File: config.mk
export PLATFORM = sky130hd
export DESIGN_NAME = dns_name_wildcard_match_core
export DESIGN_NICKNAME = d
export VERILOG_FILES = /design/src/sv/dnswm_pkg.sv /design/src/sv/dnswm_match.sv /design/src/sv/dns_name_wildcard_match_core.sv
export VERILOG_INCLUDE_DIRS = /design/src /design/src/sv
export SDC_FILE = /design/constraint.sdc
export NUM_CORES = 1
export LEC_CHECK = 0
export ABC_CLOCK_PERIOD_IN_PS = 20400
export BUFFER_PORTS_ARGS = -buffer_cell sky130_fd_sc_hd__buf_2
export CAP_MARGIN = 15
export CORE_UTILIZATION = 47
export DETAILED_ROUTE_END_ITERATION = 8
export GPL_TIMING_DRIVEN = 1
export PLACE_DENSITY = 0.72
export REMOVE_ABC_BUFFERS = 1
export SLEW_MARGIN = 20
export SYNTH_ARGS = -nofsm -noshare
export SYNTH_HDL_FRONTEND = slang
export SYNTH_SLANG_ARGS = --single-unit
File: constraint.sdc
create_clock -name i_clk -period 20.4 [get_ports i_clk]
set_clock_uncertainty 0.2 [all_clocks]
set_input_delay 1.02 -clock i_clk [delete_from_list [all_inputs] [get_ports i_clk]]
set_output_delay 1.02 -clock i_clk [all_outputs]
set_load 0.005 [all_outputs]
File: src/sv/dns_name_wildcard_match_core_assert.svh
// ----------------------------------------------------------------------------
// dns_name_wildcard_match_core_assert.svh
// Assertion macros used by the wildcard match core RTL.
// ----------------------------------------------------------------------------
`ifndef DNS_NAME_WILDCARD_MATCH_CORE_ASSERT_SVH
`define DNS_NAME_WILDCARD_MATCH_CORE_ASSERT_SVH

// same-cycle implication, checked outside reset
`define DNSWM_ASSERT_NOW(label, clk, rst_n, ante, cons) \
    label: assert property (@(posedge clk) disable iff (!(rst_n)) (ante) |-> (cons)) \
        else $error("dnswm assertion failed");

// next-cycle implication, checked outside reset
`define DNSWM_ASSERT_NEXT(label, clk, rst_n, ante, cons) \
    label: assert property (@(posedge clk) disable iff (!(rst_n)) (ante) |=> (cons)) \
        else $error("dnswm assertion failed");

`endif

File: src/sv/dnswm_pkg.sv
`timescale 1ns / 1ps
// ----------------------------------------------------------------------------
// dnswm_pkg
// Constants, types and helpers for the DNS name wildcard matcher.
// ----------------------------------------------------------------------------
package dnswm_pkg;

    // name buffer
    localparam int NAME_BYTES = 32;
    localparam int NAME_AW    = $clog2(NAME_BYTES);
    localparam int LEN_W      = $clog2(NAME_BYTES + 1);

    // pattern (four 64-bit registers)
    localparam int PAT_BYTES  = 32;
    localparam int PAT_AW     = $clog2(PAT_BYTES);
    localparam int PI_W       = $clog2(PAT_BYTES + 1);
    localparam int CFG_REGS   = 4;
    localparam int CFG_AW     = 5;

    // characters
    localparam logic [7:0] CH_STAR  = 8'h2A;
    localparam logic [7:0] CH_QUEST = 8'h3F;
    localparam logic [7:0] CH_DOT   = 8'h2E;
    localparam logic [7:0] CH_UPW   = 8'h57;
    localparam logic [7:0] CH_SPACE = 8'h20;
    localparam logic [7:0] CH_LOA   = 8'h61;
    localparam logic [7:0] CH_LOZ   = 8'h7A;

    typedef logic [PAT_BYTES-1:0][7:0] t_pattern;

    // request from the collector to the matcher
    typedef struct packed {
        logic             start;
        logic [LEN_W-1:0] name_len;
        logic             name_www;
    } t_match_ctl;

    // matcher completion
    typedef struct packed {
        logic done;
        logic matched;
    } t_match_res;

    // ASCII upper-case fold, letters only
    function automatic logic [7:0] fold_case(input logic [7:0] c);
        logic [7:0] r;
        r = c;
        if (c >= CH_LOA && c <= CH_LOZ) begin
            r = c - CH_SPACE;
        end
        return r;
    endfunction

endpackage

File: src/sv/dnswm_match.sv
`timescale 1ns / 1ps
// ----------------------------------------------------------------------------
// dnswm_match
// Iterative glob matcher: one pattern/name compare step per cycle with
// single-star backtracking; the name is read from a registered memory port.
// ----------------------------------------------------------------------------
module dnswm_match (
    input  logic                        i_clk,
    input  logic                        i_rst_n,
    input  dnswm_pkg::t_pattern         i_pattern,
    input  dnswm_pkg::t_match_ctl       i_ctl,
    input  logic [7:0]                  i_name_rd_data,
    output logic [dnswm_pkg::NAME_AW-1:0] o_name_rd_addr,
    output dnswm_pkg::t_match_res       o_res
);

    localparam logic M_IDLE = 1'b0;
    localparam logic M_RUN  = 1'b1;

    logic                          r_state, n_state;
    logic [dnswm_pkg::PI_W-1:0]    r_pi, n_pi, r_star_p, n_star_p;
    logic [dnswm_pkg::LEN_W-1:0]   r_si, n_si, r_star_s, n_star_s, r_sl, n_sl;
    logic                          r_have_star, n_have_star;

    logic [7:0] w_pc;
    logic       w_pend;
    logic       w_star0, w_pat_www, w_strip;
    logic       w_eq;

    // current pattern character, zero once past the end
    always_comb begin
        if (r_pi == dnswm_pkg::PI_W'(dnswm_pkg::PAT_BYTES)) begin
            w_pc = 8'h00;
        end else begin
            w_pc = i_pattern[r_pi[dnswm_pkg::PAT_AW-1:0]];
        end
    end
    assign w_pend = (w_pc == 8'h00);
    assign w_eq   = (w_pc == dnswm_pkg::CH_QUEST) ||
                    (dnswm_pkg::fold_case(w_pc) == dnswm_pkg::fold_case(i_name_rd_data));

    // leading www. handling on the pattern
    assign w_star0   = (i_pattern[0] == dnswm_pkg::CH_STAR);
    assign w_pat_www = (dnswm_pkg::fold_case(i_pattern[0]) == dnswm_pkg::CH_UPW) &&
                       (dnswm_pkg::fold_case(i_pattern[1]) == dnswm_pkg::CH_UPW) &&
                       (dnswm_pkg::fold_case(i_pattern[2]) == dnswm_pkg::CH_UPW) &&
                       (i_pattern[3] == dnswm_pkg::CH_DOT);
    assign w_strip   = !w_star0;

    // step sequencer
    always_comb begin
        n_state     = r_state;
        n_pi        = r_pi;
        n_si        = r_si;
        n_sl        = r_sl;
        n_star_p    = r_star_p;
        n_star_s    = r_star_s;
        n_have_star = r_have_star;
        o_res       = '0;
        case (r_state)
            M_IDLE: begin
                if (i_ctl.start) begin
                    n_state     = M_RUN;
                    n_sl        = i_ctl.name_len;
                    n_have_star = 1'b0;
                    n_star_p    = '0;
                    n_star_s    = '0;
                    n_pi        = (w_strip && w_pat_www) ? dnswm_pkg::PI_W'(4) : '0;
                    n_si        = (w_strip && i_ctl.name_www) ? dnswm_pkg::LEN_W'(4) : '0;
                end
            end
            M_RUN: begin
                if (r_si != r_sl) begin
                    if (!w_pend && w_pc == dnswm_pkg::CH_STAR) begin
                        n_have_star = 1'b1;
                        n_star_p    = r_pi;
                        n_pi        = r_pi + 1'b1;
                        n_star_s    = r_si;
                    end else if (!w_pend && w_eq) begin
                        n_pi = r_pi + 1'b1;
                        n_si = r_si + 1'b1;
                    end else if (r_have_star) begin
                        n_pi     = r_star_p + 1'b1;
                        n_star_s = r_star_s + 1'b1;
                        n_si     = r_star_s + 1'b1;
                    end else begin
                        o_res.done    = 1'b1;
                        o_res.matched = 1'b0;
                        n_state       = M_IDLE;
                    end
                end else begin
                    // name consumed: only trailing stars may remain
                    if (!w_pend && w_pc == dnswm_pkg::CH_STAR) begin
                        n_pi = r_pi + 1'b1;
                    end else begin
                        o_res.done    = 1'b1;
                        o_res.matched = w_pend;
                        n_state       = M_IDLE;
                    end
                end
            end
            default: begin
                n_state = M_IDLE;
            end
        endcase
    end

    // read the byte the next step needs
    assign o_name_rd_addr = n_si[dnswm_pkg::NAME_AW-1:0];

    always_ff @(posedge i_clk) begin
        if (!i_rst_n) begin
            r_state     <= M_IDLE;
            r_have_star <= 1'b0;
        end else begin
            r_state     <= n_state;
            r_have_star <= n_have_star;
        end
        r_pi     <= n_pi;
        r_si     <= n_si;
        r_sl     <= n_sl;
        r_star_p <= n_star_p;
        r_star_s <= n_star_s;
    end

endmodule

File: src/sv/dns_name_wildcard_match_core.sv
`timescale 1ns / 1ps
// ----------------------------------------------------------------------------
// dns_name_wildcard_match_core
// Collects a DNS question name and glob-matches it against a pattern.
// ----------------------------------------------------------------------------
// Usage:
//   Slave stream: one name byte per word in s_tdata[7:0], s_tlast on the
//   final byte of a name. Bytes are taken one per cycle while collecting.
//   Bytes below 0x20 are stored as '.', a zero byte ends the name, and
//   bytes beyond 32 stored ones are dropped.
//   After the word with s_tlast, s_tready drops for the match: a setup
//   state (S_START), then one compare step per cycle in the matcher (a step
//   advances the pattern or the name, backtracks to the last star, or
//   decides), and m_tvalid is registered from the deciding step when the
//   output register is free; steps is at most name length + pattern length
//   + 1 without backtracking and about (name + 1) x (pattern + 1) (some
//   1100) at worst.
//   Master stream: one word per name, m_tdata[0] = matched.
//   The result sits in an output register; the next name is collected
//   while it waits. A second result waits in a hold register until the
//   first is taken, holding s_tready low.
//   Pattern: four 64-bit APB registers at 0x00, 0x08, 0x10, 0x18.
//   Reset (synchronous, active low) clears the pattern, the name count and
//   the output valid.
// ----------------------------------------------------------------------------
`include "dns_name_wildcard_match_core_assert.svh"

module dns_name_wildcard_match_core (
    input  logic                        i_clk,
    input  logic                        i_rst_n,
    // name byte stream
    input  logic                        s_tvalid,
    output logic                        s_tready,
    input  logic [7:0]                  s_tdata,   // [7:0] name_byte
    input  logic                        s_tlast,   // is_last
    // result stream
    output logic                        m_tvalid,
    input  logic                        m_tready,
    output logic [7:0]                  m_tdata,   // [0] matched, [7:1] zero
    // configuration
    input  logic                        psel,
    input  logic                        penable,
    input  logic                        pwrite,
    input  logic [dnswm_pkg::CFG_AW-1:0] paddr,
    input  logic [63:0]                 pwdata,
    output logic [63:0]                 prdata,
    output logic                        pready
);

    localparam logic [1:0] S_COLLECT = 2'd0;
    localparam logic [1:0] S_START   = 2'd1;
    localparam logic [1:0] S_MATCH   = 2'd2;
    localparam logic [1:0] S_HOLD    = 2'd3;

    logic [1:0]                     r_state, n_state;
    logic [63:0]                    r_pat_reg [dnswm_pkg::CFG_REGS];
    logic [dnswm_pkg::LEN_W-1:0]    r_len, n_len;
    logic                           r_ended, n_ended;
    logic                           r_www_ok, n_www_ok;
    logic                           r_out_valid, n_out_valid;
    logic                           r_out_match, n_out_match;
    logic                           r_hold_match, n_hold_match;
    logic [7:0]                     r_name_mem [dnswm_pkg::NAME_BYTES];
    logic [7:0]                     r_rd_data;

    logic                           w_accept, w_store, w_out_free, w_www_pos;
    logic [7:0]                     w_char;
    logic [1:0]                     w_cfg_sel;
    dnswm_pkg::t_pattern            w_pattern;
    dnswm_pkg::t_match_ctl          w_ctl;
    dnswm_pkg::t_match_res          w_res;
    logic [dnswm_pkg::NAME_AW-1:0]  w_rd_addr;
    logic                           w_len_ok, w_cleared, w_match_done;

    // APB register file
    assign pready    = 1'b1;
    assign w_cfg_sel = paddr[4:3];
    assign prdata    = r_pat_reg[w_cfg_sel];

    always_ff @(posedge i_clk) begin
        if (!i_rst_n) begin
            for (int i = 0; i < dnswm_pkg::CFG_REGS; i++) begin
                r_pat_reg[i] <= '0;
            end
        end else if (psel && penable && pwrite && pready) begin
            r_pat_reg[w_cfg_sel] <= pwdata;
        end
    end

    assign w_pattern = {r_pat_reg[3], r_pat_reg[2], r_pat_reg[1], r_pat_reg[0]};

    // byte collection
    assign s_tready   = (r_state == S_COLLECT);
    assign w_accept   = s_tvalid && s_tready;
    assign w_store    = w_accept && !r_ended && (s_tdata != 8'h00) &&
                        (r_len < dnswm_pkg::LEN_W'(dnswm_pkg::NAME_BYTES));
    assign w_char     = (s_tdata < dnswm_pkg::CH_SPACE) ? dnswm_pkg::CH_DOT : s_tdata;
    assign w_out_free = !r_out_valid || m_tready;
    assign w_www_pos  = (r_len < dnswm_pkg::LEN_W'(4));

    // name memory: one write, one registered read
    always_ff @(posedge i_clk) begin
        if (w_store) begin
            r_name_mem[r_len[dnswm_pkg::NAME_AW-1:0]] <= w_char;
        end
        r_rd_data <= r_name_mem[w_rd_addr];
    end

    // matcher request
    assign w_ctl.start    = (r_state == S_START);
    assign w_ctl.name_len = r_len;
    assign w_ctl.name_www = r_www_ok && (r_len >= dnswm_pkg::LEN_W'(4));

    dnswm_match u_match (
        .i_clk          (i_clk),
        .i_rst_n        (i_rst_n),
        .i_pattern      (w_pattern),
        .i_ctl          (w_ctl),
        .i_name_rd_data (r_rd_data),
        .o_name_rd_addr (w_rd_addr),
        .o_res          (w_res)
    );

    // control sequencer
    always_comb begin
        n_state      = r_state;
        n_len        = r_len;
        n_ended      = r_ended;
        n_www_ok     = r_www_ok;
        n_hold_match = r_hold_match;
        n_out_valid  = r_out_valid && !m_tready;
        n_out_match  = r_out_match;
        case (r_state)
            S_COLLECT: begin
                if (w_accept && !r_ended && s_tdata == 8'h00) begin
                    n_ended = 1'b1;
                end
                if (w_store) begin
                    n_len = r_len + 1'b1;
                    // track a leading "www." as it is stored
                    if (w_www_pos) begin
                        if (r_len == dnswm_pkg::LEN_W'(3)) begin
                            n_www_ok = r_www_ok && (w_char == dnswm_pkg::CH_DOT);
                        end else begin
                            n_www_ok = ((r_len == '0) || r_www_ok) &&
                                       (dnswm_pkg::fold_case(w_char) == dnswm_pkg::CH_UPW);
                        end
                    end
                end
                if (w_accept && s_tlast) begin
                    n_state = S_START;
                end
            end
            S_START: begin
                n_state = S_MATCH;
            end
            S_MATCH: begin
                if (w_res.done) begin
                    n_len    = '0;
                    n_ended  = 1'b0;
                    n_www_ok = 1'b0;
                    if (w_out_free) begin
                        n_out_valid = 1'b1;
                        n_out_match = w_res.matched;
                        n_state     = S_COLLECT;
                    end else begin
                        n_hold_match = w_res.matched;
                        n_state      = S_HOLD;
                    end
                end
            end
            S_HOLD: begin
                if (w_out_free) begin
                    n_out_valid = 1'b1;
                    n_out_match = r_hold_match;
                    n_state     = S_COLLECT;
                end
            end
            default: begin
                n_state = S_COLLECT;
            end
        endcase
    end

    always_ff @(posedge i_clk) begin
        if (!i_rst_n) begin
            r_state     <= S_COLLECT;
            r_len       <= '0;
            r_ended     <= 1'b0;
            r_www_ok    <= 1'b0;
            r_out_valid <= 1'b0;
        end else begin
            r_state     <= n_state;
            r_len       <= n_len;
            r_ended     <= n_ended;
            r_www_ok    <= n_www_ok;
            r_out_valid <= n_out_valid;
        end
        r_out_match  <= n_out_match;
        r_hold_match <= n_hold_match;
    end

    // result word
    assign m_tvalid = r_out_valid;
    assign m_tdata  = {7'd0, r_out_match};

    // checks
    assign w_len_ok     = (r_len <= dnswm_pkg::LEN_W'(dnswm_pkg::NAME_BYTES));
    assign w_cleared    = (r_len == '0) && !r_ended;
    assign w_match_done = (r_state == S_MATCH) && w_res.done;

    `DNSWM_ASSERT_NOW(a_len_bound, i_clk, i_rst_n, 1'b1, w_len_ok)
    `DNSWM_ASSERT_NOW(a_done_in_match, i_clk, i_rst_n, w_res.done, r_state == S_MATCH)
    `DNSWM_ASSERT_NEXT(a_clear_after_done, i_clk, i_rst_n, w_match_done, w_cleared)
    `DNSWM_ASSERT_NEXT(a_start_once, i_clk, i_rst_n, r_state == S_START, r_state == S_MATCH)

endmodule
# Word level (Yosys, flattened, before mapping)
# Memories as Yosys holds them, arrays and structs flattened. A register that Yosys moved wholly into a read port is not among the register bits.
# Index checks and enable logic that the tools add are counted.
# Widths: inputs -> output; s select.
# classes
n_bitwise	2
muxes	86
n_addsub	11
n_eq_ne	32
div_mod_pow	0
mul	0
shifts	0
magnitude_cmp	17
n_reduce_logical	52
# op_table
op	n
$mux 6	20
$mux 8	13
$mux 64	1
$reduce_or 64->1	1
$pmux 6 s2	5
$ge 8x7->1 const B	6
$le 8x7->1 const B	6
$sub 8x6->8 const B	6
$bmux 8 s5	1
$eq 8x6->1 const B	5
$eq 8x7->1 const B	4
$add 6x1->6 const B	5
$mux 1	26
$logic_and 1x1->1	25
$mux 2	11
$reduce_and 3->1	6
$logic_not 8->1	2
$reduce_and 4->1	4
$ne 2x1->1 const B	6
$ne 3x3->1 const B	4
$pmux 1 s2	6
$ne 2x2->1 const B	5
$eq 8x8->1	1
$lt 8x6->1 const B	1
other kinds (20)	30
# word_totals
ram_bits	512
rom_bits	0
input_bits	85
memories	2
latchBits	0
register_bits	45
# mem_list
memory	words	width	rd	rd_ports_with_merged_regs	wr	line	source
r_name_mem	32	8	1	1	1	dns_name_wildcard_match_core.sv:63	logic [7:0] r_name_mem [dnswm_pkg::NAME_BYTES];
r_pat_reg	4	64	5	0	4	dns_name_wildcard_match_core.sv:56	logic [63:0] r_pat_reg [dnswm_pkg::CFG_REGS];

# Depth between registers and ports, before layout
# Gate-level depths: netlist (run 1).
# An unclocked memory read counts as a cell.
# logic_depth
ltp_word	17
mapped_depth	25
mapped_depth_nobuf	18

# Hierarchy
# A second synthesis (run 1) with hierarchy kept.
# unflattened
hier_cells	1607
hier_area_um2	26536.7
# modules_own_cells
module	cells_per_inst	seq_area_each_um2	area_each_um2	instances
dns_name_wildcard_match_core	1159	15815.2	21858.5	1
dnswm_match	448	890.9	4678.2	1

# Least setup slack after synthesis (run 1)
# OpenSTA, ideal clock, no wires.
# synth_path
path_type	in2reg
from	input paddr[3] (netlist name)
to	memory r_pat_reg[3][0] (enable)
setup_time_ns	0.574
required_time_ns	19.626
t_arrival_ns	6.728
stages	5
setup_slack_ns	12.898
path_cell_list	clkbuf_1 buf_1 buf_1 nand2_1 o21ai_0
# synth_rtl
item	line	source
start: declaration	dns_name_wildcard_match_core.sv:44	input logic [dnswm_pkg::CFG_AW-1:0] paddr,
end: declaration	dns_name_wildcard_match_core.sv:56	

# Worst setup path in the final report (run 1)
# layout_path
from	register u_match.r_pi[1] (netlist name)
to	register r_rd_data[1] (read register of r_name_mem)
# layout_between
elab_chain_cells	13
# layout_lines
item	line	source
start: declaration	dnswm_match.sv:21	logic [dnswm_pkg::PI_W-1:0] r_pi, n_pi, r_star_p, n_star_p;
start signal: assignment	dnswm_match.sv:119	r_pi <= n_pi;
$bmux 8 s5	dnswm_match.sv:35	w_pc = i_pattern[r_pi[dnswm_pkg::PAT_AW-1:0]];
$mux 8 (not written as such)	dnswm_match.sv:35	
$mux 8 *	dnswm_match.sv:32	if (r_pi == dnswm_pkg::PI_W'(dnswm_pkg::PAT_BYTES)) begin
$ge 8x7->1 or $le 8x7->1 (tied branches)	dnswm_pkg.sv:48	if (c >= CH_LOA && c <= CH_LOZ) begin
$logic_and 1x1->1	dnswm_pkg.sv:48	
$mux 8	dnswm_pkg.sv:48	
$eq 8x8->1	dnswm_match.sv:40	(dnswm_pkg::fold_case(w_pc) == dnswm_pkg::fold_case(i_name_rd_data));
$logic_or 1x1->1	dnswm_match.sv:39	assign w_eq = (w_pc == dnswm_pkg::CH_QUEST) ||
$logic_and 1x1->1	dnswm_match.sv:79	end else if (!w_pend && w_eq) begin
$mux 6	dnswm_match.sv:79	
$mux 6 *	dnswm_match.sv:74	if (!w_pend && w_pc == dnswm_pkg::CH_STAR) begin
$mux 6 *	dnswm_match.sv:73	if (r_si != r_sl) begin
$pmux 6 s2 *	dnswm_match.sv:60	case (r_state)
end: declaration	dns_name_wildcard_match_core.sv:64	logic [7:0] r_rd_data;
# Mark *: on every way between the ends. The rest lies on a longest branch, timed or not. The select of a mux whose other input is x is not followed.
# A chain may end at the register's enable or synchronous reset.

==> summary.txt, run 1 <==
Vias: 16.29k
Via density per instance: 5.861
Transition at the pin with the smallest max-transition slack: 1076 ps
Number of port buffers: 148
Synthesis-to-layout area growth: 11.67%
Kind of path behind the tightest hold check: register to register
Count of H-tree levels built during CTS: 2
Number of clock sinks seen by CTS: 565
Fin crit share: 0.3454
Req. time, crit path: 20,730 ps
Total core area: 56,600 um^2
Worst hold slack across all endpoints: 340.3 ps
Die footprint: 58,490 um^2
Setup Buffers After CTS: 0
Post-layout minimum cycle time: 7046 ps
Startpoint type of the worst setup path: register
Worst Path Class, Setup: register to register
Count of final setup violators: 0
Largest area contributor in the synthesized netlist: edfxtp_1
TritonCTS clock tree: done
Sequential share of the synthesized area: 0.6179
Signal arrival time at the worst endpoint: 7380 ps
Leading post-synthesis cells by cell area: edfxtp_1 60%, mux4_2 9.1%, and2_1 6.1%
Total grt overflow: 0
Vias in the first global route: 16.66k
FFs w/ async S/R, synth: 0
Leakage dissipation: 10.23 nW
Hold-fix buffers, CTS: 0
Status: complete, no violations
Number of remaining DRC errors: 0
Post-detail-place hpwl: 41.46 mm
Maximum clock rate: 141.9 MHz
Setup tns final: 0 ps
Global-route wire length before repair: 100.9 mm
Pre-CTS WS: 13,450 ps
Post-synth top area share: 0.5986
Largest fanout on the critical path: 70
Layout cell share with drive strength beyond 1: 0.2267
Final number of max-transition violations: 0
Endpoint type of the worst setup path: register
Area after DPL: 28,370 um^2
Drt initial violations: 1,548
Syn Std Cell Area: 27,040 um^2
Clk_lat worst skew: 630 ps
Unrepaired setup endpoints after global routing: false
Number of I/O pins: 160
Mapped Cells: 1,869
Worst vdd rail ir drop: 0.06716 mV
Clock-pin slew on the worst setup and hold paths: 60 ps
Total GRT Usage: 0.2262
Total iterations of the first detailed-routing run: 5
Synthesis Warnings: 0
Antenna violations before repair: 10
Root buf cell: clkbuf_16
Number of enable flip-flop cells after synthesis: 539
Final #Nets: 2,072
Post-CTS Resized: 0
Post-synthesis cell type count: 69
Pin count of the biggest net entering global routing: 130
Flip-flop and latch count after synthesis: 565
Site Rows: 87
Power per cell area: 89.63 nW/um^2
Hold Fails Final Rpt: 0
Max-cap violations: 0
Headroom to the max-slew limit: 0.2727
Post-layout instance area: 30,190 um^2
Routability Congestion: 0.8388
Longest Clk Path Bufs: 3
Starting utilization of the core area: 0.4777
Die Height: 241.8 um
Most frequently used flop master after synthesis: edfxtp_1
Number of buffers created by CTS: 57
# fillers: 4,591
Detailed-route wire length: 65.99 mm
Post-Synthesis Mean Instance Area: 14.47 um^2
Average routed wire per standard cell: 23.74 um
Final critical-path setup slack: 13,350 ps
Detail Route Antenna Nets: 0
Die X-Extent: 241.8 um
==> layer usage <==
layer	wire length, um	global-route usage	part of all wire	up-vias
li1	-	-	-	7314
met3	4712	0.04340	0.071	158
met4	2674	0.09345	0.041	12
met5	78	0	0.0012	-
met2	32720	0.3759	0.50	598
met1	25800	0.2914	0.39	8212
==> final timing paths <==
kind | slack [ps] | from | end | cells past startpoint
setup reg to reg | 13350 | u_match.r_pi[1] | r_rd_data[1] | 22
setup / recovery | 13350 | u_match.r_pi[1] | r_rd_data[1] | 22
hold / removal | 340 | r_state[1] | r_state[1] | 2
hold reg to reg | 340 | r_state[1] | r_state[1] | 2
==> per-stage QoR <==
step,power (mW),utilization,cells
after floorplan,1.594,-,1739
after global placement,1.710,0.5013,2669
after detailed placement,1.717,0.5013,2669
after CTS,2.717,0.5332,2776
after global routing,2.796,0.5333,2778
final,2.706,0.5334,2780
==> synthesized netlist by cell type (20+ instances only) <==
library cell,instances
nand2_1,86
a21oi_1,24
nor2_1,117
mux2i_1,113
clkbuf_1,72
xnor2_1,20
edfxtp_1,539
buf_2,22
mux4_2,109
inv_1,23
o211ai_1,37
mux2_2,62
dfxtp_1,26
a211o_1,33
and2_1,265
nand3_1,55
==> where the power goes <==
part / switching (mW) / leakage [nW] / internal, mW
logic: 0.208 / 4.14 / 0.134
registers: 0.0349 / 5.21 / 1.32
clock network: 0.445 / 0.880 / 0.565
total: 0.688 / 10.2 / 2.02
==> logic make-up after synthesis <==
family / share of synthesized area
fa+ha+maj: 0.006942
compound gates: 0.04679
buf+inv: 0.02892
mux: 0.1618
simple gates: 0.1280
other cells: 0.0002778
xor+xnor: 0.009394
flops: 0.6179
==> critical path, cell delays in order (launching register included) <==
cell       delay [ps]
edfxtp_1          350
buf_4             480
buf_4             680
inv_1             240
ha_1              240
nand2_1           150
nor4_1            110
buf_4             230
a21oi_1           120
nand3_1           290
ha_1              330
xnor2_1           190
xnor2_1            80
and4_1            200
o211ai_1          370
o2111ai_1         220
a41oi_4           260
buf_4             530
buf_4             710
nor2_1            120
a211o_1           340
nand3_1           170
and4_1            280
==> cell usage in the layout (no fill, tap or decap), types with 11 or more instances in the layout <==
cell	instances
edfxtp_1	539
xnor2_1	20
mux2i_1	112
nand3_1	55
and2_1	265
ha_1	15
nor2b_1	14
clkbuf_16	59
clkinv_2	15
a22oi_1	15
nand4_1	16
o21ai_0	13
buf_4	27
mux4_2	109
nand2_1	86
nor3_1	12
and4_1	11
nor2_1	116
dfxtp_1	26
buf_2	146
mux2_2	62
a21oi_1	24
a211o_1	33
o211ai_1	37
inv_1	23
==> cell type report <==
class | instances | area (um^2) | area share
repair buffers | 174 | 953.4 | 0.03158
well taps | 756 | 945.9 | 0.03133
diodes | 4 | 10.01 | 0.0003315
clock inverters | 36 | 256.5 | 0.008496
flip-flops and latches | 565 | 16710 | 0.5533
clock buffers | 71 | 1551 | 0.05139
inverters | 24 | 90.09 | 0.002984
multi-input cells | 1150 | 9678 | 0.3206
Power figures use the tool's default switching activity.
==> run 2: changes to the inputs <==
- ABC_AREA: default -> 1
- ABC_CLOCK_PERIOD_IN_PS: 20400 -> 5660
- PLACE_DENSITY: 0.72 -> 0.75
- clock period: 20.4 -> 5.66 ns (I/O delays scaled with it)
==> summary.txt, run 2 <==
Kind of path behind the tightest hold check: primary input to register
Site Rows: 89
Routability Congestion: 0.8850
Max-cap violations: 0
Sw Share: 0.3598
Most frequently used flop master after synthesis: edfxtp_1
Synthesis Warnings: 0
Reg-to-Reg Start: u_match.r_pi[0]
Die X-Extent: 247.9 um
Startpoint type of the worst setup path: register
Number of clock sinks seen by CTS: 565
Mapped Cells: 3,182
Final #Nets: 3,410
Unrepaired setup endpoints after global routing: false
Top-count cell post-synth: nand2_1
Minimum setup slack among reg-to-reg paths: 420 ps
Total area of multi-input combinational cells: 9459 um^2
# fillers: 5,233
Hold-fix buffers, CTS: 72
Slowest cell on crit path: inv_2
Count of H-tree levels built during CTS: 2
Comb pwr share: 0.309
Maximum clock rate: 190.8 MHz
Largest area contributor in the synthesized netlist: edfxtp_1
Die Height: 247.9 um
Final core utilization: 0.5411
Total Power Consumption: 12.59 mW
Clock network fraction of design power: 0.289
Antenna violations before repair: 0
Starting utilization of the core area: 0.4789
Root buf cell: clkbuf_16
Vias in the first global route: 21.81k
Signal arrival time at the worst endpoint: 5590 ps
Clk_lat worst skew: 650 ps
Final non-filler cell total: 4,129
Number of remaining DRC errors: 0
Hold Fails Final Rpt: 0
Total iterations of the first detailed-routing run: 5
Syn Std Cell Area: 28,420 um^2
Longest Clk Path Bufs: 3
Cell count after placement: 3,950
Total grt overflow: 0
Clock-pin slew on the worst setup and hold paths: 60 ps
Transition at the pin with the smallest max-transition slack: 1126 ps
TritonCTS clock tree: done
Slowest cell delay on critical path: 730 ps
Setup Buffers After CTS: 0
Layout cell share with drive strength beyond 1: 0.09416
Total GRT Usage: 0.2521
Most common cell after layout, fill and taps aside: nand2_1
Power per cell area: 392.2 nW/um^2
Worst Path Class, Setup: register to register
R2r worst-path depth: 28
Post-layout minimum cycle time: 5240 ps
Synth top cells by count: 624 x nand2_1, 539 x edfxtp_1, 524 x nor2_1, 386 x nand3_1, 351 x inv_1
Final number of max-transition violations: 0
Die footprint: 61,460 um^2
Headroom to the max-slew limit: 0.2494
Post-synthesis cell type count: 50
Sequential share of the synthesized area: 0.5878
Total core area: 59,350 um^2
Detailed-route wire length: 78.28 mm
Fin crit share: 0.9258
Worst hold slack across all endpoints: 96.14 ps
Most common cell type on the critical path: nand2_1
Post-CTS Resized: 0
Via density per instance: 5.577
Flip-flop and latch count after synthesis: 565
Endpoint type of the worst setup path: register
Average routed wire per standard cell: 18.96 um
Switch Pwr: 4.531 mW
Sequential cell area: 16,710 um^2
Number of I/O pins: 160
Leading post-synthesis cells by cell area: edfxtp_1 57%, nand2_1 8.2%, nor2_1 6.9%
Global-route wire length before repair: 119.3 mm
Vias: 23.03k
Synthesis-to-layout area growth: 12.99%
Worst vdd rail ir drop: 0.2849 mV
Number of buffers created by CTS: 59
Hold Crit Depth: 1
Flop pwr share: 0.402
Internal Pwr Total: 8.062 mW
Drt initial violations: 2,708
Detail Route Antenna Nets: 0
Largest fanout on the critical path: 144
Setup tns final: 0 ps
Number of enable flip-flop cells after synthesis: 539
Status: complete, no violations
Leakage dissipation: 13.27 nW
Timing startpoint of the critical path: u_match.r_pi[0]
Post-synth top area share: 0.5695
Pin count of the biggest net entering global routing: 145
Number of port buffers: 148
Hold wc startpoint: s_tdata[6]
FFs w/ async S/R, synth: 0
Post-Synthesis Mean Instance Area: 8.932 um^2
Req. time, crit path: 6010 ps
Count of final setup violators: 0
Most used cells in the layout excluding fill and tap cells: 615 x nand2_1, 539 x edfxtp_1, 522 x nor2_1
Diode count: 0
Post-detail-place hpwl: 45.88 mm
-- run 2: cell types whose count changed after synthesis, sizes merged, moves of 53 or more --
cell,before,now
nor2,117,531
inv,23,364
buf,64,117
mux2,70,1
mux2i,113,0
nand3,55,390
o21ai,15,219
nand2,86,627
a21oi,24,124
and2,265,0
mux4,109,0
-- run 2: worst max-delay path, delay by kind of cell (launching register included) --
| family | cells | cell delay [ps] |
|---|---|---|
| DFF | 1 | 440 |
| and+or+nand+nor | 23 | 2350 |
| AOI/OAI and AO/OA | 2 | 440 |
| buffers and inverters | 3 | 1640 |
-- run 2: layer usage --
| layer | share of wire | wire length (um) | global-route usage | vias to the layer above |
|---|---|---|---|---|
| met1 | 0.39 | 30500 | 0.3261 | 10873 |
| met4 | 0.032 | 2478 | 0.09744 | 0 |
| met3 | 0.097 | 7594 | 0.04228 | 185 |
| met2 | 0.48 | 37710 | 0.4223 | 1147 |
| met5 | 0 | 0 | 0 | - |
| li1 | - | - | - | 10821 |
-- run 2: power groups by stage --
stage	registers, mW	logic (mW)	clock network [mW]
global route	5.09	4.28	3.83
detailed placement	5.14	3.78	0
finish	5.06	3.89	3.64
global placement	5.13	3.73	0
CTS	5.06	3.84	3.66
floorplan	5.18	2.45	0
-- run 2: per-stage QoR --
stage | cell area [um^2] | setup slack [ps]
5_1_grt | 32110 | 17.80
3_3_place_gp | 29620 | 619.9
2_1_floorplan | 27470 | -5772
4_1_cts | 32110 | 580.1
6_report | 32110 | 420.2
3_5_place_dp | 29620 | 621.6
-- run 2: logic make-up after synthesis --
logic type,Yosys count,synth area share
flip-flops,565,0.5878
other,2,0.0002642
AO/OA/AOI/OAI,392,0.07347
AND/OR/NAND/NOR,1622,0.2415
XOR/XNOR,22,0.006780
multiplexers,1,0.0003962
adder cells (fa/ha/maj),15,0.006603
buffers and inverters,563,0.08316
-- run 2: final timing paths --
path / endpoint
hold reg to reg: u_match.r_sl[5]
setup / recovery: r_rd_data[4]
setup reg to reg: r_rd_data[4]
hold / removal: r_name_mem[27][6]
-- run 2: cell type report --
class / count / share of cell area
clock buffer: 72 / 0.04749
multi-input combinational: 2060 / 0.2946
tap: 773 / 0.03012
inverter: 368 / 0.04321
sequential: 565 / 0.5202
timing repair buffer: 256 / 0.05673
clock inverter: 35 / 0.007676
==> run 3: changes to the inputs <==
- ABC_AREA: 1 -> default
- ABC_CLOCK_PERIOD_IN_PS: 5660 -> 6550
- GPL_TIMING_DRIVEN: 1 -> default
- PLACE_DENSITY: 0.75 -> 0.72
- clock period: 5.66 -> 6.55 ns (I/O delays scaled with it)
==> summary.txt, run 3 (same netlist as run 1, synthesis figures left out) <==
Endpoint type of the worst setup path: register
Average routed wire per standard cell: 23.17 um
Signal arrival time at the worst endpoint: 6170 ps
R2r endpoint: r_rd_data[7]
Power per cell area: 276.0 nW/um^2
Post-layout minimum cycle time: 5895 ps
Count of H-tree levels built during CTS: 2
Layout cell share with drive strength beyond 1: 0.2252
Total iterations of the first detailed-routing run: 7
Hold Crit Depth: 1
Longest Clk Path Bufs: 3
Kind of path behind the tightest hold check: primary input to register
Site Rows: 87
Max-cap violations: 0
Total Power Consumption: 8.625 mW
Clk_lat worst skew: 630 ps
Global-route wire length before repair: 102.5 mm
Number of port buffers: 148
Final #Nets: 2,167
Number of buffers created by CTS: 57
Most used cells in the layout excluding fill and tap cells: 539 x edfxtp_1, 265 x and2_1, 146 x buf_2
Antenna violations before repair: 5
Slowest cell delay on critical path: 620 ps
Slowest cell on crit path: nor2b_1
Status: complete, no violations
Die Height: 241.8 um
Total grt overflow: 0
Die footprint: 58,490 um^2
Destination of the worst hold path: r_name_mem[20][7]
Pin count of the biggest net entering global routing: 83
Final critical-path setup slack: 655.3 ps
Leakage dissipation: 10.72 nW
TritonCTS clock tree: done
Vias: 16.62k
Pre-CTS WS: 319.0 ps
Setup tns final: 0 ps
Detail Route Antenna Nets: 0
Hold Fails Final Rpt: 0
Cell count after placement: 2,691
Area after DPL: 28,650 um^2
Post-layout instance area: 31,250 um^2
Count of final setup violators: 0
Total core area: 56,600 um^2
Number of clock sinks seen by CTS: 565
Via density per instance: 5.782
Starting utilization of the core area: 0.4777
Minimum setup slack among reg-to-reg paths: 660 ps
Unrepaired setup endpoints after global routing: false
Number of I/O pins: 160
Largest fanout on the critical path: 48
Worst Path Class, Setup: register to register
Maximum clock rate: 169.6 MHz
Most common cell type on the critical path: o211ai_1
Fin crit share: 0.9000
Transition at the pin with the smallest max-transition slack: 1124 ps
Req. time, crit path: 6820 ps
Startpoint type of the worst setup path: register
Final non-filler cell total: 2,874
Clock-pin slew on the worst setup and hold paths: 60 ps
Final number of max-transition violations: 0
Drt initial violations: 1,236
Reg-to-Reg Start: u_match.r_pi[1]
Routability Congestion: 0.8408
R2r worst-path depth: 16
Post-detail-place hpwl: 43.14 mm
Worst vdd rail ir drop: 0.2370 mV
Hold wc startpoint: s_tdata[7]
Number of remaining DRC errors: 0
Vias in the first global route: 17.17k
Root buf cell: clkbuf_16
Die X-Extent: 241.8 um
Detailed-route wire length: 66.60 mm
Most common cell after layout, fill and taps aside: edfxtp_1
Headroom to the max-slew limit: 0.2497
Total GRT Usage: 0.2270
Synthesis-to-layout area growth: 15.60%
Cell breakdown of the critical path: buf_12 -> mux4_2 -> mux2_2 -> a2111o_1 -> nand4_1 -> o211a_1 -> a32oi_1 -> a211oi_1 -> o211ai_1 -> o21ai_4 -> mux2_2 -> o211ai_1 -> o211ai_1 -> nor2b_1 -> nand3_1 -> and4_1
-- run 3: changes by cell type in the layout (fill, tap and decap cells not counted), sizes merged, moves of 27 or more --
cell    previous run  this run
mux2i              0       113
mux2               1        70
o211ai             7        37
nand3            390        55
nand2            627        86
a211o              0        33
nor2             531       117
nand3b            35         2
mux4               0       109
o21ai            219        15
a21oi            124        24
inv              365        24
and2               0       265
o22ai             30         3
-- run 3: repair_timing --
| action | CTS | global route |
|---|---|---|
| gates resized for setup | 0 | 0 |
| hold buffers | 69 | 0 |
| hold endpoints to repair | 263 | 0 |
| setup buffers | 0 | 4 |
| setup endpoints to repair | 0 | 1 |
-- run 3: cell type report --
type	count	area (um^2)
flip-flops and latches	565	16710
diodes	4	10.01
multi-input cells	1150	9684
inverters	24	90.09
repair buffers	269	1939
well taps	756	945.9
clock inverters	28	310.3
clock buffers	78	1568
fillers	4540	25350
-- run 3: power by group --
part / total [mW] / leakage, nW / internal [mW] / switching (mW)
sequential: 4.23 / 5.21 / 4.11 / 0.120
combinational: 1.12 / 4.59 / 0.465 / 0.650
clock: 3.28 / 0.918 / 1.94 / 1.34
-- run 3: worst max-delay path by stage --
stage	from	end	slack, ps
final	u_match.r_pi[1]	r_rd_data[7]	660
after global routing	u_match.r_pi[1]	r_rd_data[7]	310
after CTS	u_match.r_pi[3]	r_rd_data[2]	250
after detailed placement	u_match.r_pi[3]	r_rd_data[7]	320
after global placement	u_match.r_pi[3]	r_rd_data[2]	420
after floorplan	u_match.r_pi[1]	r_rd_data[0]	-8510
-- run 3: worst max-delay path, delay by kind of cell (launching register included) --
kind                   cells  cell delay, ps
AO/OA/AOI/OAI              8            2080
multiplexers               3            1270
flip-flops                 1             370
AND/OR/NAND/NOR            4            1440
buffers and inverters      1             320
-- run 3: through the flow --
stage                       util  hold WS, ps
after global placement    0.5061        318.6
after floorplan                -        226.4
final                     0.5521        118.5
after CTS                 0.5514        116.4
after detailed placement  0.5061        318.1
after global routing      0.5521        145.2
-- run 3: metal layers --
metal	part of all wire	track usage	vias to the layer above
li1	-	-	7510
met1	0.39	0.2924	8365
met2	0.50	0.3837	615
met3	0.067	0.03840	128
met4	0.037	0.08824	0
met5	0	0	-
